[config.mk]
export PLATFORM = sky130hd
export DESIGN_NAME = plpt_ram
export DESIGN_NICKNAME = d
export VERILOG_FILES = /design/src/rtl/plpt_ram.sv
export SDC_FILE = /design/constraint.sdc
export NUM_CORES = 2
export LEC_CHECK = 0
export ABC_AREA = 1
export BUFFER_PORTS_ARGS = -buffer_cell sky130_fd_sc_hd__buf_2
export CAP_MARGIN = 5
export CORE_MARGIN = 2
export CORE_UTILIZATION = 35
export DETAILED_ROUTE_END_ITERATION = 8
export SLEW_MARGIN = 15
export SYNTH_ARGS = -nofsm -noshare
export SYNTH_HDL_FRONTEND = slang
export SYNTH_SLANG_ARGS = --single-unit
[constraint.sdc]
create_clock -name clk_i -period 6.5 [get_ports clk_i]
set_clock_uncertainty 0.15 [all_clocks]
set_input_delay 0.325 -clock clk_i [delete_from_list [all_inputs] [get_ports clk_i]]
set_output_delay 0.325 -clock clk_i [all_outputs]
set_load 0.01 [all_outputs]
[src/rtl/plpt_ram.sv]
// Generic single-write, single-read RAM with registered read data.
module plpt_ram #(
  parameter int unsigned WIDTH = 32,
  parameter int unsigned DEPTH = 64
) (
  input  logic                     clk_i,
  input  logic                     we_i,
  input  logic [$clog2(DEPTH)-1:0] waddr_i,
  input  logic [WIDTH-1:0]         wdata_i,
  input  logic [$clog2(DEPTH)-1:0] raddr_i,
  output logic [WIDTH-1:0]         rdata_o
);

  logic [WIDTH-1:0] mem [DEPTH];

  always_ff @(posedge clk_i) begin
    if (we_i) begin
      mem[waddr_i] <= wdata_i;
    end
    rdata_o <= mem[raddr_i];
  end

endmodule

## Word level (Yosys, flattened, before mapping)

Memory sizes are Yosys's and may differ from the RTL's. A register that Yosys moved wholly into a read port is not among the register bits.
Cells that the tools add are included.

- Add/sub/neg operators: 0
- $mul: 0
- Div/mod/pow operators: 0
- Magnitude comparators: 0
- Eq/ne operators: 0
- Shifts and indexed selects: 0
- Muxes and demuxes: 2
- Bitwise gates (word level): 0
- Reductions and logical operators: 0

Operator list:

| cell | count |
|---|---|
| 1-bit two-way mux | 2 |

- Register bits: 0
- Latch bits: 0
- Bits in writable memories: 2048
- ROM bits: 0
- Input port bits: 46
- Output and inout port bits: 32
- Word-level logic and storage cells: 3
- Memories kept: 1

Memories:

| memory | words | width | read ports | clocked after Yosys merged registers in | write ports | RTL line | source |
|---|---|---|---|---|---|---|---|
| mem | 64 | 32 | 1 | 1 | 1 | 14 | `logic [WIDTH-1:0] mem [DEPTH];` |

## Logic depth before layout (Yosys ltp)

- Depth in word-level cells: 2
- Gate-level depth with buffers: 13
- Depth with buffers taken out: 9

## Least setup slack after synthesis

OpenSTA, ideal clock, no wires.

- Path kind: input -> register
- Start: input port we_i
- End: memory mem[48][0], enable pin
- Setup time: 502 ps
- Arrival time: 3953 ps
- Required time: 5848 ps
- Setup slack: 1895 ps
- Stages on the path: 3
- Buffers on the path: 1
- Path through: clkbuf_1 -> nand4_1 -> nor4_1

- Word-level cells in the longest chain between the ends: 2

Ends and longest elaborated chain:

| item | RTL line | source |
|---|---|---|
| start, declared | 7 | `input logic we_i,` |
| 1-bit two-way mux | 17 | `if (we_i) begin` |
| 1-bit two-way mux (not written as such) | 18 | `mem[waddr_i] <= wdata_i;` |
| end, declared | 14 |  |

Every way passes these cells.

## Worst setup path after layout

- Start: input port waddr_i[1]
- End: memory mem[24][29], enable pin

RTL lines:

| item | RTL line | source |
|---|---|---|
| start, declared | 8 | `input logic [$clog2(DEPTH)-1:0] waddr_i,` |

No word-level cell before the write port.

==> impl_metrics.tcl <==
set metrics [dict create \
    status "finished clean" \
    hpwlAfterDp_mm 126 \
    max-cap-violations 0 \
    post_drt_wl_per_cell_um 24.4 \
    cp-start-kind "primary input" \
    cts_sinks 2080 \
    via_per_inst 5.37 \
    die_w_um 490 \
    crit_arrival_ns 3.53 \
    p_per_area_nw_per_um2 304 \
    clk_pin_slew_ns 0.07 \
    fin_crit_sh_pct 49.3 \
    numPortBuffers 77 \
    syn_area_um2 82700 \
    syn_nets 6815 \
    drv_slew 0 \
    slew_headroom_pct 17.4 \
    n_fill_cell 22000 \
    fin_util_pct 39.7 \
    start_util_pct 35.2 \
    synthMuxAreaShare_pct 0 \
    place_congestion 0.849 \
    insertion_delay_ns 0.85 \
    postRouteAntennaNets 0 \
    wirelength_mm 247 \
    drc_errors 0 \
    layout.nets 6810 \
    worstPathMaxFanout 19 \
    clockBufferDepth 3 \
    cts_buffers 207 \
    synthXorXnorAreaFrac_pct 0 \
    htreeDepth 4 \
    ys_types 16 \
    overflow 0 \
    cts_tree "done" \
    ys_seq_area_share_pct 75.1 \
    drive_gt1_share_pct 8.37 \
    num_rows 178 \
    hold_violations 0 \
    crit_type "in -> reg" \
    gr-usage-all-layers_pct 20.1 \
    drtIter0Drc 6728 \
    fin_crit_ns 3.20 \
    grt_pass1_vias 52300 \
    vdd_ir_drop_max_mv 0.249 \
    syn2layout_area_growth_pct 13.0 \
    setup_tns_ns 0 \
    setup_viol 0 \
    yosys_warnings 0 \
    synth_compound_gate_area_share_pct 0 \
    synthAdderAreaFrac_pct 0 \
    synth_seq_cells 2080 \
    synthCells 6769 \
    die_h_um 490 \
    p_leak_nw 32.3 \
    root_buffer "clkbuf_16" \
    synth.avg_cell_area_um2 12.2 \
    tightest_slew_ns 1.24 \
    grt_max_degree 220 \
    post_cts_resized 0 \
    synthSimpleGateAreaFrac_pct 22.1 \
    rsz0062_at_grt "no" \
    fp.dieArea_um2 240000 \
    antenna_found_initial 18 \
    num_vias 54200 \
    synth_top_family_by_area "simple AND/OR/NAND/NOR gates" \
    hp-class "in -> reg" \
    grt_pass1_wl_mm 359 \
    drtPass1Iterations 6 \
    ios 78 \
    endpoint_kind "flip-flop" \
    required_ns 6.83 \
    fmax_ghz 0.312 \
    core-area_um2 235000 \
]
registers in the layout, indices dropped and copies added, names as in the netlist:
signal,cells
rdata_o,32
mem,2048
cell usage in the layout (no fill, tap or decap), types with 9 or more instances in the layout:
cell type / n
buf_2: 72
buf_12: 16
nand2_1: 2248
dfxtp_1: 32
clkinv_1: 51
bufinv_16: 16
diode_2: 9
clkbuf_8: 15
clkinv_2: 24
edfxtp_1: 2048
buf_4: 135
clkbuf_16: 209
nand4_1: 9
nor2_4: 56
nand3_1: 1907
clkbuf_1: 54
worst max-delay path, stage by stage:
cell	delay, ns
dlygate4sd3_1	0.62
buf_2	0.22
inv_1	0.25
nand4_1	0.75
nor2_4	0.79
buf_4	0.53
report_power, final:
group	internal, mW	switching (mW)	total, mW
Clock	6.72	5.07	11.8
Sequential	14.8	0.0533	14.9
Combinational	0.392	1.34	1.73
cell type report:
cell class,count,area [um^2],share of cell area [%]
diodes,9,22.5,0.0241
clock buffers,278,5640,6.03
clock inverters,112,1050,1.12
inverters,12,81.3,0.0870
multi-input cells,4228,18800,20.1
flip-flops and latches,2080,62100,66.5
well taps,3150,3940,4.22
repair buffers,235,1830,1.96
per-stage QoR:
step | std cells | cell area, um^2 | power [mW] | setup WS (ns) | hold WS (ns)
2_1_floorplan | 6769 | 82700 | 16.1 | 1.90 | 0.274
3_3_place_gp | 9697 | 86700 | 16.9 | 2.80 | 0.604
3_5_place_dp | 9697 | 86700 | 16.9 | 2.86 | 0.592
4_1_cts | 10100 | 93500 | 28.6 | 3.32 | 0.000400
5_1_grt | 10100 | 93500 | 29.2 | 3.17 | 0.0302
6_report | 10100 | 93500 | 28.4 | 3.30 | 0.0294
metal layers:
layer | routed length (um) | global-route usage [%] | vias to the layer above | part of all wire (%)
met5 | 26 | 0 | - | 0.011
met4 | 10600 | 8.45 | 4 | 4.3
met3 | 21600 | 3.61 | 442 | 8.8
met2 | 114000 | 31.7 | 2517 | 46
met1 | 100000 | 27.2 | 27100 | 41
li1 | - | - | 24100 | -
synth_stat cells:
library cell	instances	area share, %
inv_2	2	0.0091
inv_1	9	0.041
buf_1	40	0.18
buf_6	3	0.041
nor4_1	8	0.060
inv_4	1	0.0076
nand4_1	9	0.068
buf_2	282	1.7
clkbuf_1	77	0.35
buf_4	45	0.41
dfxtp_1	32	0.77
buf_8	2	0.036
nand3_1	1907	12
nand2_1	2248	10
nor2_1	56	0.25
edfxtp_1	2048	74
logic make-up (layout without fill, tap and decap cells):
family	count (synthesis)	count (layout)
other	0	9
and+or+nand+nor	4228	4228
buffers and inverters	461	637
DFF	2080	2080
worst paths after layout:
| kind | cells past startpoint | slack, ns | start | end |
|---|---|---|---|---|
| worst max-delay path | 6 | 3.30 | waddr_i[1] | mem[24][29] |
| worst max register to register | 8 | 4.52 | mem[45][5] | rdata_o[5] |
| worst min-delay path | 2 | 0.03 | wdata_i[5] | mem[46][5] |
| worst min register to register | 8 | 0.65 | mem[50][31] | rdata_o[31] |
what timing repair did:
action | CTS | global route
hold buffers | 8 | 0
endpoints found under the hold margin | 48 | 0
setup buffers | 0 | 0
(Power assumes the default switching activity.)
