$ cat src/rtl/plpt_pkg.sv
// Shared types and constants of the piecewise-linear point table.
package plpt_pkg;

  localparam int unsigned TABLE_SIZE = 64;
  localparam int unsigned IDX_W      = $clog2(TABLE_SIZE);
  localparam int unsigned CNT_W      = $clog2(TABLE_SIZE + 1);
  localparam int unsigned ENTRY_W    = 32;
  // rounded quotient: dividend 2*|num| + den, divisor 2*den
  localparam int unsigned DVD_W      = 44;
  localparam int unsigned DVS_W      = 17;

  typedef enum logic [1:0] {
    ST_OK    = 2'd0,
    ST_FULL  = 2'd1,
    ST_RANGE = 2'd2,
    ST_EMPTY = 2'd3
  } status_e;

  typedef enum logic [2:0] {
    SH_VARY  = 3'd0,
    SH_FALL  = 3'd1,
    SH_RISE  = 3'd2,
    SH_CONST = 3'd3,
    SH_NONE  = 3'd4
  } shape_e;

  typedef struct packed {
    logic             start;
    logic [DVD_W-1:0] dividend;
    logic [DVS_W-1:0] divisor;
  } div_req_t;

endpackage

$ cat src/rtl/plpt_div.sv
// Restoring divider, one quotient bit per cycle.
module plpt_div (
  input  logic                      clk_i,
  input  logic                      rst_ni,
  input  plpt_pkg::div_req_t        req_i,
  output logic                      done_o,
  output logic [plpt_pkg::DVD_W-1:0] quotient_o
);
  import plpt_pkg::*;

  localparam int unsigned CW = $clog2(DVD_W + 1);

  logic             busy_q, busy_d;
  logic [CW-1:0]    cnt_q, cnt_d;
  logic [DVS_W-1:0] rem_q, rem_d;
  logic [DVS_W-1:0] dvs_q, dvs_d;
  logic [DVD_W-1:0] quo_q, quo_d;
  logic [DVS_W:0]   trial;

  assign trial      = {rem_q, quo_q[DVD_W-1]};
  assign done_o     = busy_q && (cnt_q == '0);
  assign quotient_o = quo_q;

  always_comb begin
    busy_d = busy_q;
    cnt_d  = cnt_q;
    rem_d  = rem_q;
    dvs_d  = dvs_q;
    quo_d  = quo_q;
    if (req_i.start) begin
      busy_d = 1'b1;
      cnt_d  = CW'(DVD_W);
      rem_d  = '0;
      dvs_d  = req_i.divisor;
      quo_d  = req_i.dividend;
    end else if (busy_q) begin
      if (cnt_q == '0) begin
        busy_d = 1'b0;
      end else begin
        cnt_d = cnt_q - 1'b1;
        if (trial >= {1'b0, dvs_q}) begin
          rem_d = DVS_W'(trial - {1'b0, dvs_q});
          quo_d = {quo_q[DVD_W-2:0], 1'b1};
        end else begin
          rem_d = trial[DVS_W-1:0];
          quo_d = {quo_q[DVD_W-2:0], 1'b0};
        end
      end
    end
  end

  always_ff @(posedge clk_i or negedge rst_ni) begin
    if (!rst_ni) begin
      busy_q <= 1'b0;
      cnt_q  <= '0;
    end else begin
      busy_q <= busy_d;
      cnt_q  <= cnt_d;
    end
  end

  always_ff @(posedge clk_i) begin
    rem_q <= rem_d;
    dvs_q <= dvs_d;
    quo_q <= quo_d;
  end

endmodule

$ cat config.mk
export PLATFORM = sky130hd
export DESIGN_NAME = plpt_div
export DESIGN_NICKNAME = d
export VERILOG_FILES = /design/src/rtl/plpt_pkg.sv /design/src/rtl/plpt_div.sv
export SDC_FILE = /design/constraint.sdc
export NUM_CORES = 1
export LEC_CHECK = 0
export BUFFER_PORTS_ARGS = -buffer_cell sky130_fd_sc_hd__buf_4
export CAP_MARGIN = 20
export CORE_MARGIN = 2
export CORE_UTILIZATION = 52
export CTS_CLUSTER_DIAMETER = 200
export DETAILED_ROUTE_END_ITERATION = 10
export PLACE_DENSITY_LB_ADDON = 0.08
export SLEW_MARGIN = 20
export SYNTH_ARGS = -nofsm -noshare
export SYNTH_HDL_FRONTEND = slang
export SYNTH_SLANG_ARGS = --single-unit
$ cat constraint.sdc
create_clock -name clk_i -period 2.9 [get_ports clk_i]
set_input_delay 0.29 -clock clk_i [delete_from_list [all_inputs] [get_ports clk_i]]
set_output_delay 0.29 -clock clk_i [all_outputs]
set_load 0.03 [all_outputs]
# Yosys cells after proc, flatten, opt, wreduce, memory -nomap -nowiden
# Index checks and enable logic that the tools add are counted.
dict set report classes {
  reduce_logical 5
  n_bitwise 1
  magnitude_cmp 1
  n_eq_ne 1
  muxes 11
  addsub 2
}
# op count
set ops {}
lappend ops {{$mux 44} 3}
lappend ops {{$ge 18x17->1} 1}
lappend ops {{$mux 6} 3}
lappend ops {{$mux 17} 1}
lappend ops {{$sub 17x17->17} 1}
lappend ops {{$logic_not 6->1} 1}
lappend ops {{$sub 6x1->6 const B} 1}
lappend ops {{$mux 1} 4}
lappend ops {{$reduce_and 2->1} 2}
lappend ops {{$ne 2x2->1 const B} 1}
lappend ops {{$reduce_bool 2->1} 1}
lappend ops {{$logic_and 1x1->1} 1}
lappend ops {{$not 1->1} 1}
dict set report totals {
  input_bits 64
  register_bits 85
}

# Depth between registers and ports, before layout
dict set report depth {
  word_depth 5
  depth_mapped 13
  mapped_depth_nobuf 11
}

# Least setup slack after synthesis
# OpenSTA, ideal clock, no wires.
dict set report synth_timing {
  path_kind {register to register}
  from {register quo_q[43] (netlist: quotient_o[43])}
  to {register quo_q[0] (netlist: quotient_o[0]), data pin}
  period_less_slack_ps 2825
  t_arrival_ps 2565
  slack_ps 75
  t_required_ps 2640
  stages_incl_launch_ff 13
  path_cell_list {edfxtp_1 inv_1 ha_1 inv_1 fa_1 a21oi_2 o221ai_4 nand4_4 a31oi_4 or2_1 buf_6 buf_12 mux2_2}
}
dict set report synth_via {
  elab_chain_len 5
}
# element line_no
set synth_lines {}
lappend synth_lines {{start, declared} plpt_div.sv:17} ;# logic [DVD_W-1:0] quo_q, quo_d;
lappend synth_lines {{start signal, assigned} plpt_div.sv:65} ;# quo_q <= quo_d;
lappend synth_lines {{$ge 18x17->1} plpt_div.sv:41} ;# if (trial >= {1'b0, dvs_q}) begin
lappend synth_lines {{$mux 1} plpt_div.sv:41}
lappend synth_lines {{$mux 44} plpt_div.sv:37} ;# if (cnt_q == '0) begin
lappend synth_lines {{$mux 44} plpt_div.sv:36} ;# end else if (busy_q) begin
lappend synth_lines {{$mux 44} plpt_div.sv:30} ;# if (req_i.start) begin
lappend synth_lines {{net quo_d[0]} plpt_div.sv:17}
# The timed path passes the listed nets, and every way through them passes these cells. The select of a mux whose other input is x is not followed.
# A chain may end at the register's enable or synchronous reset.

# Worst setup path after layout
dict set report layout_timing {
  from {register quo_q[43] (netlist: quotient_o[43])}
  to {register rem_q[7]}
}
dict set report layout_via {
  elab_chain_len 2
  elab_cells_between_ends 3
  cone_classes {1 x add/sub; 1 x order compare; 1 x mux}
}
# element line_no
set layout_lines {}
lappend layout_lines {{$sub 17x17->17 or $ge 18x17->1 (tied branches)} {plpt_div.sv:42, plpt_div.sv:41}}
lappend layout_lines {{$mux 17 *} plpt_div.sv:41}
lappend layout_lines {{end signal, assigned} plpt_div.sv:63} ;# rem_q <= rem_d;
lappend layout_lines {{end, declared} plpt_div.sv:15} ;# logic [DVS_W-1:0] rem_q, rem_d;
# Every way passes the cells marked *; elsewhere a longest branch is shown, timed or not.

==> reports/results.ini <==
[cells_and_area]
final_common_cell = buf_4
drive_above_1_share_pct = 41.61
multi_input_area_mm2 = 0.001902
syn_to_final_growth_pct = 24.06
nFillCells = 673
diodes = 0
seq_area_mm2 = 0.002347
fin_nets = 562
mostFrequentLayoutCells = buf_4 (116), edfxtp_1 (61), mux2_2 (44)

[clocking]
ctsLongestPathBuffers = 2
htree_levels = 3
ctsRootBufferMaster = clkbuf_8
cts_buffers = 9
cts.sinks = 85
clk-insertion-delay-late_ns = 0.36
path_clk_slew_ns = 0.08
post-cts-setup-buffer-count = 0
cts_tree = yes

[outcome]
outcome = complete, no violations

[synthesis]
avgSynthCellArea_um2 = 12.23
ys_ff_latch = 85
yosysSeqAreaShare_pct = 52.43
synthArstFlopShare_pct = 8.235
synth_edf_count = 61
yosys_warnings = 0
yosysUniqueCellTypes = 58
synthCells = 366
netlist_area_mm2 = 0.004477
synth_nets = 450
synth_flop_cell = edfxtp_1

[die]
die_x_um = 96.79
die_area_mm2 = 0.009367
start_util_pct = 53.94
io_pins = 109
core-area_mm2 = 0.008299
fp.dieH_um = 96.79
rows = 33

[place]
port_buffers = 108
place_congestion = 0.8816
place_hpwl_mm = 6.843

[sta]
finClkSkew_ns = 0.01328
worst_pin_slew_ns = 0.5545
tns_ns = 0
rsz0062_at_grt = false
relSlewSlack_pct = 63.03
setup_violations = 0
drv_slew = 0
hold_viol = 0
min_period_ns = 2.678
fmax_mhz = 373.4
fin_crit_sh_pct = 92.34

[global_routing]
antenna_found_initial = 0
grt_pass1_vias = 3166
overflow = 0
grt_max_degree = 45
grt_usage_pct = 20.35
grt_first_pass_wirelength_mm = 15.41

[critical_path]
startpoint_type = flop
worstRegToRegCells = 12
timing_worst_setup_path_type = reg -> reg
arrival_ns = 2.90
crit_required_ns = 3.12
crit_path_max_fanout = 8
r2r_end = rem_q[7]
cp-end-kind = flop
r2r_slack_ns = 0.22
setup.worst_path.start = quotient_o[43]
r2r_start = quotient_o[43]

[min_path]
worstHoldEndpoint = dvs_q[8]
hold_path_class = in -> reg
hp-start = req_i[8]
holdPathStages = 1

[drt]
drtIter0Drc = 102
detail_route.wirelength_mm = 9.369
dr.pass1.iters = 5
ant_nets = 0
vias_per_cell = 5.378
drcViolationCount = 0
dr_total_vias = 3162
wl_per_cell_um = 15.93

[power]
power_w = 0.004147
p_seq_share_pct = 39.7
p_per_area_mw_per_mm2 = 746.6
irDropWorstVdd_uv = 413.4
internal_power_w = 0.002668
total_leakage_power_nw = 2.362
pwr-share-clk_pct = 19.8
power_switching_share_pct = 35.66
power.net_switching_w = 0.001479
p_comb_share_pct = 40.5

[flow_run]
cap_violations = 0

[repair_timing]
action                     in CTS  in global routing
setup endpoints to repair       0                  2
hold buffers                    1                  0
gates resized for setup         0                  1
hold endpoints to repair        7                  0
[per-layer routing]
metal / track usage (%) / share of wire (%)
met4: 6.934 / 1.0
met3: 3.757 / 5.1
met1: 27.16 / 44
met5: 0 / 0
met2: 33.55 / 50
[synth_stat cells (2+ instances only)]
| cell type | instances | area (µm²) |
|---|---|---|
| dfxtp_1 | 17 | 340.3 |
| o21a_1 | 4 | 30.03 |
| a21oi_2 | 2 | 17.52 |
| o31ai_1 | 2 | 15.01 |
| nand2_2 | 5 | 31.28 |
| a41oi_1 | 2 | 17.52 |
| a21oi_1 | 14 | 70.07 |
| and3_1 | 4 | 25.02 |
| a31oi_1 | 3 | 18.77 |
| xnor2_1 | 10 | 87.58 |
| and3_2 | 2 | 15.01 |
| nor2_1 | 25 | 93.84 |
| nand2_1 | 21 | 78.83 |
| and2_1 | 3 | 18.77 |
| buf_2 | 3 | 15.01 |
| a211oi_1 | 5 | 37.54 |
| nand2b_1 | 2 | 12.51 |
| nand4_1 | 2 | 12.51 |
| xor2_1 | 5 | 43.79 |
| o21ai_0 | 14 | 70.07 |
| nor4_1 | 3 | 18.77 |
| o211ai_1 | 2 | 15.01 |
| a311oi_2 | 6 | 90.09 |
| nor3_1 | 4 | 20.02 |
| buf_6 | 5 | 56.30 |
| clkbuf_1 | 6 | 22.52 |
| dfrtp_1 | 7 | 175.2 |
| a21o_1 | 3 | 22.52 |
| mux2_2 | 44 | 495.5 |
| a2bb2oi_1 | 2 | 17.52 |
| inv_1 | 28 | 105.1 |
| o22ai_1 | 3 | 18.77 |
| nand3_1 | 3 | 15.01 |
| ha_1 | 19 | 237.7 |
| nor2_2 | 2 | 12.51 |
| o21bai_1 | 2 | 15.01 |
| edfxtp_1 | 61 | 1832 |
[state kept, by name, summed over array words and instances, names as in the netlist]
register    count
quotient_o     44
dvs_q          17
rem_q          17
cnt_q           6
busy_q          1
[critical path, stage by stage, from the launching register on]
cell and delay (ns):
edfxtp_1 0.41, inv_1 0.08, ha_1 0.16, inv_1 0.06, fa_1 0.41, a21oi_2 0.24, o221ai_4 0.17, nand4_4 0.14
a31oi_4 0.13, or2_4 0.30, buf_4 0.18, nor3_1 0.18, nor4_1 0.09
[how the worst max path moves through the flow]
| stage | endpoint | slack [ns] | depth (start not counted) |
|---|---|---|---|
| after global routing | rem_q[7] | 0.02 | 12 |
| final | rem_q[7] | 0.22 | 12 |
| after detailed placement | rem_q[7] | 0.14 | 12 |
| after floorplan | quotient_o[0] | 0.08 | 12 |
| after CTS | rem_q[7] | 0.12 | 12 |
| after global placement | rem_q[7] | 0.25 | 12 |
[power groups by stage]
| stage | clock, W | combinational (W) | sequential [W] |
|---|---|---|---|
| 6_report | 0.000822 | 0.00168 | 0.00165 |
| 3_5_place_dp | 0 | 0.00165 | 0.00167 |
| 3_3_place_gp | 0 | 0.00163 | 0.00167 |
| 5_1_grt | 0.000889 | 0.00185 | 0.00167 |
| 4_1_cts | 0.000844 | 0.00167 | 0.00165 |
| 2_1_floorplan | 0 | 0.00115 | 0.00179 |
[metrics by stage]
| stage | hold slack (ns) | setup WS, ns | utilization (%) | instances | instance area [µm²] |
|---|---|---|---|---|---|
| floorplan | -0.005591 | 0.07501 | - | 366 | 4477 |
| global placement | 0.1069 | 0.2537 | 64.56 | 571 | 5358 |
| detailed placement | 0.1069 | 0.1438 | 64.56 | 571 | 5358 |
| CTS | 0.09209 | 0.1244 | 66.89 | 588 | 5552 |
| global route | 0.08819 | 0.01505 | 66.92 | 588 | 5554 |
| finish | 0.1104 | 0.2220 | 66.92 | 588 | 5554 |
[cell families after synthesis]
logic type               share of synthesized area (%)
multiplexers                                     11.29
XOR/XNOR                                         2.934
AND/OR/NAND/NOR                                  9.475
AO/OA/AOI/OAI                                    12.97
flip-flops                                       52.43
buffers and inverters                            5.142
adder cells (fa/ha/maj)                          5.757
[area by class of cell]
type / count / share of cell area, %
clock buffer: 12 / 2.433
inverter: 29 / 1.960
multi-input combinational: 236 / 34.24
clock inverter: 4 / 0.8786
tap: 105 / 2.365
sequential: 85 / 42.26
timing repair buffer: 117 / 15.86
Power figures use the tool's default switching activity.
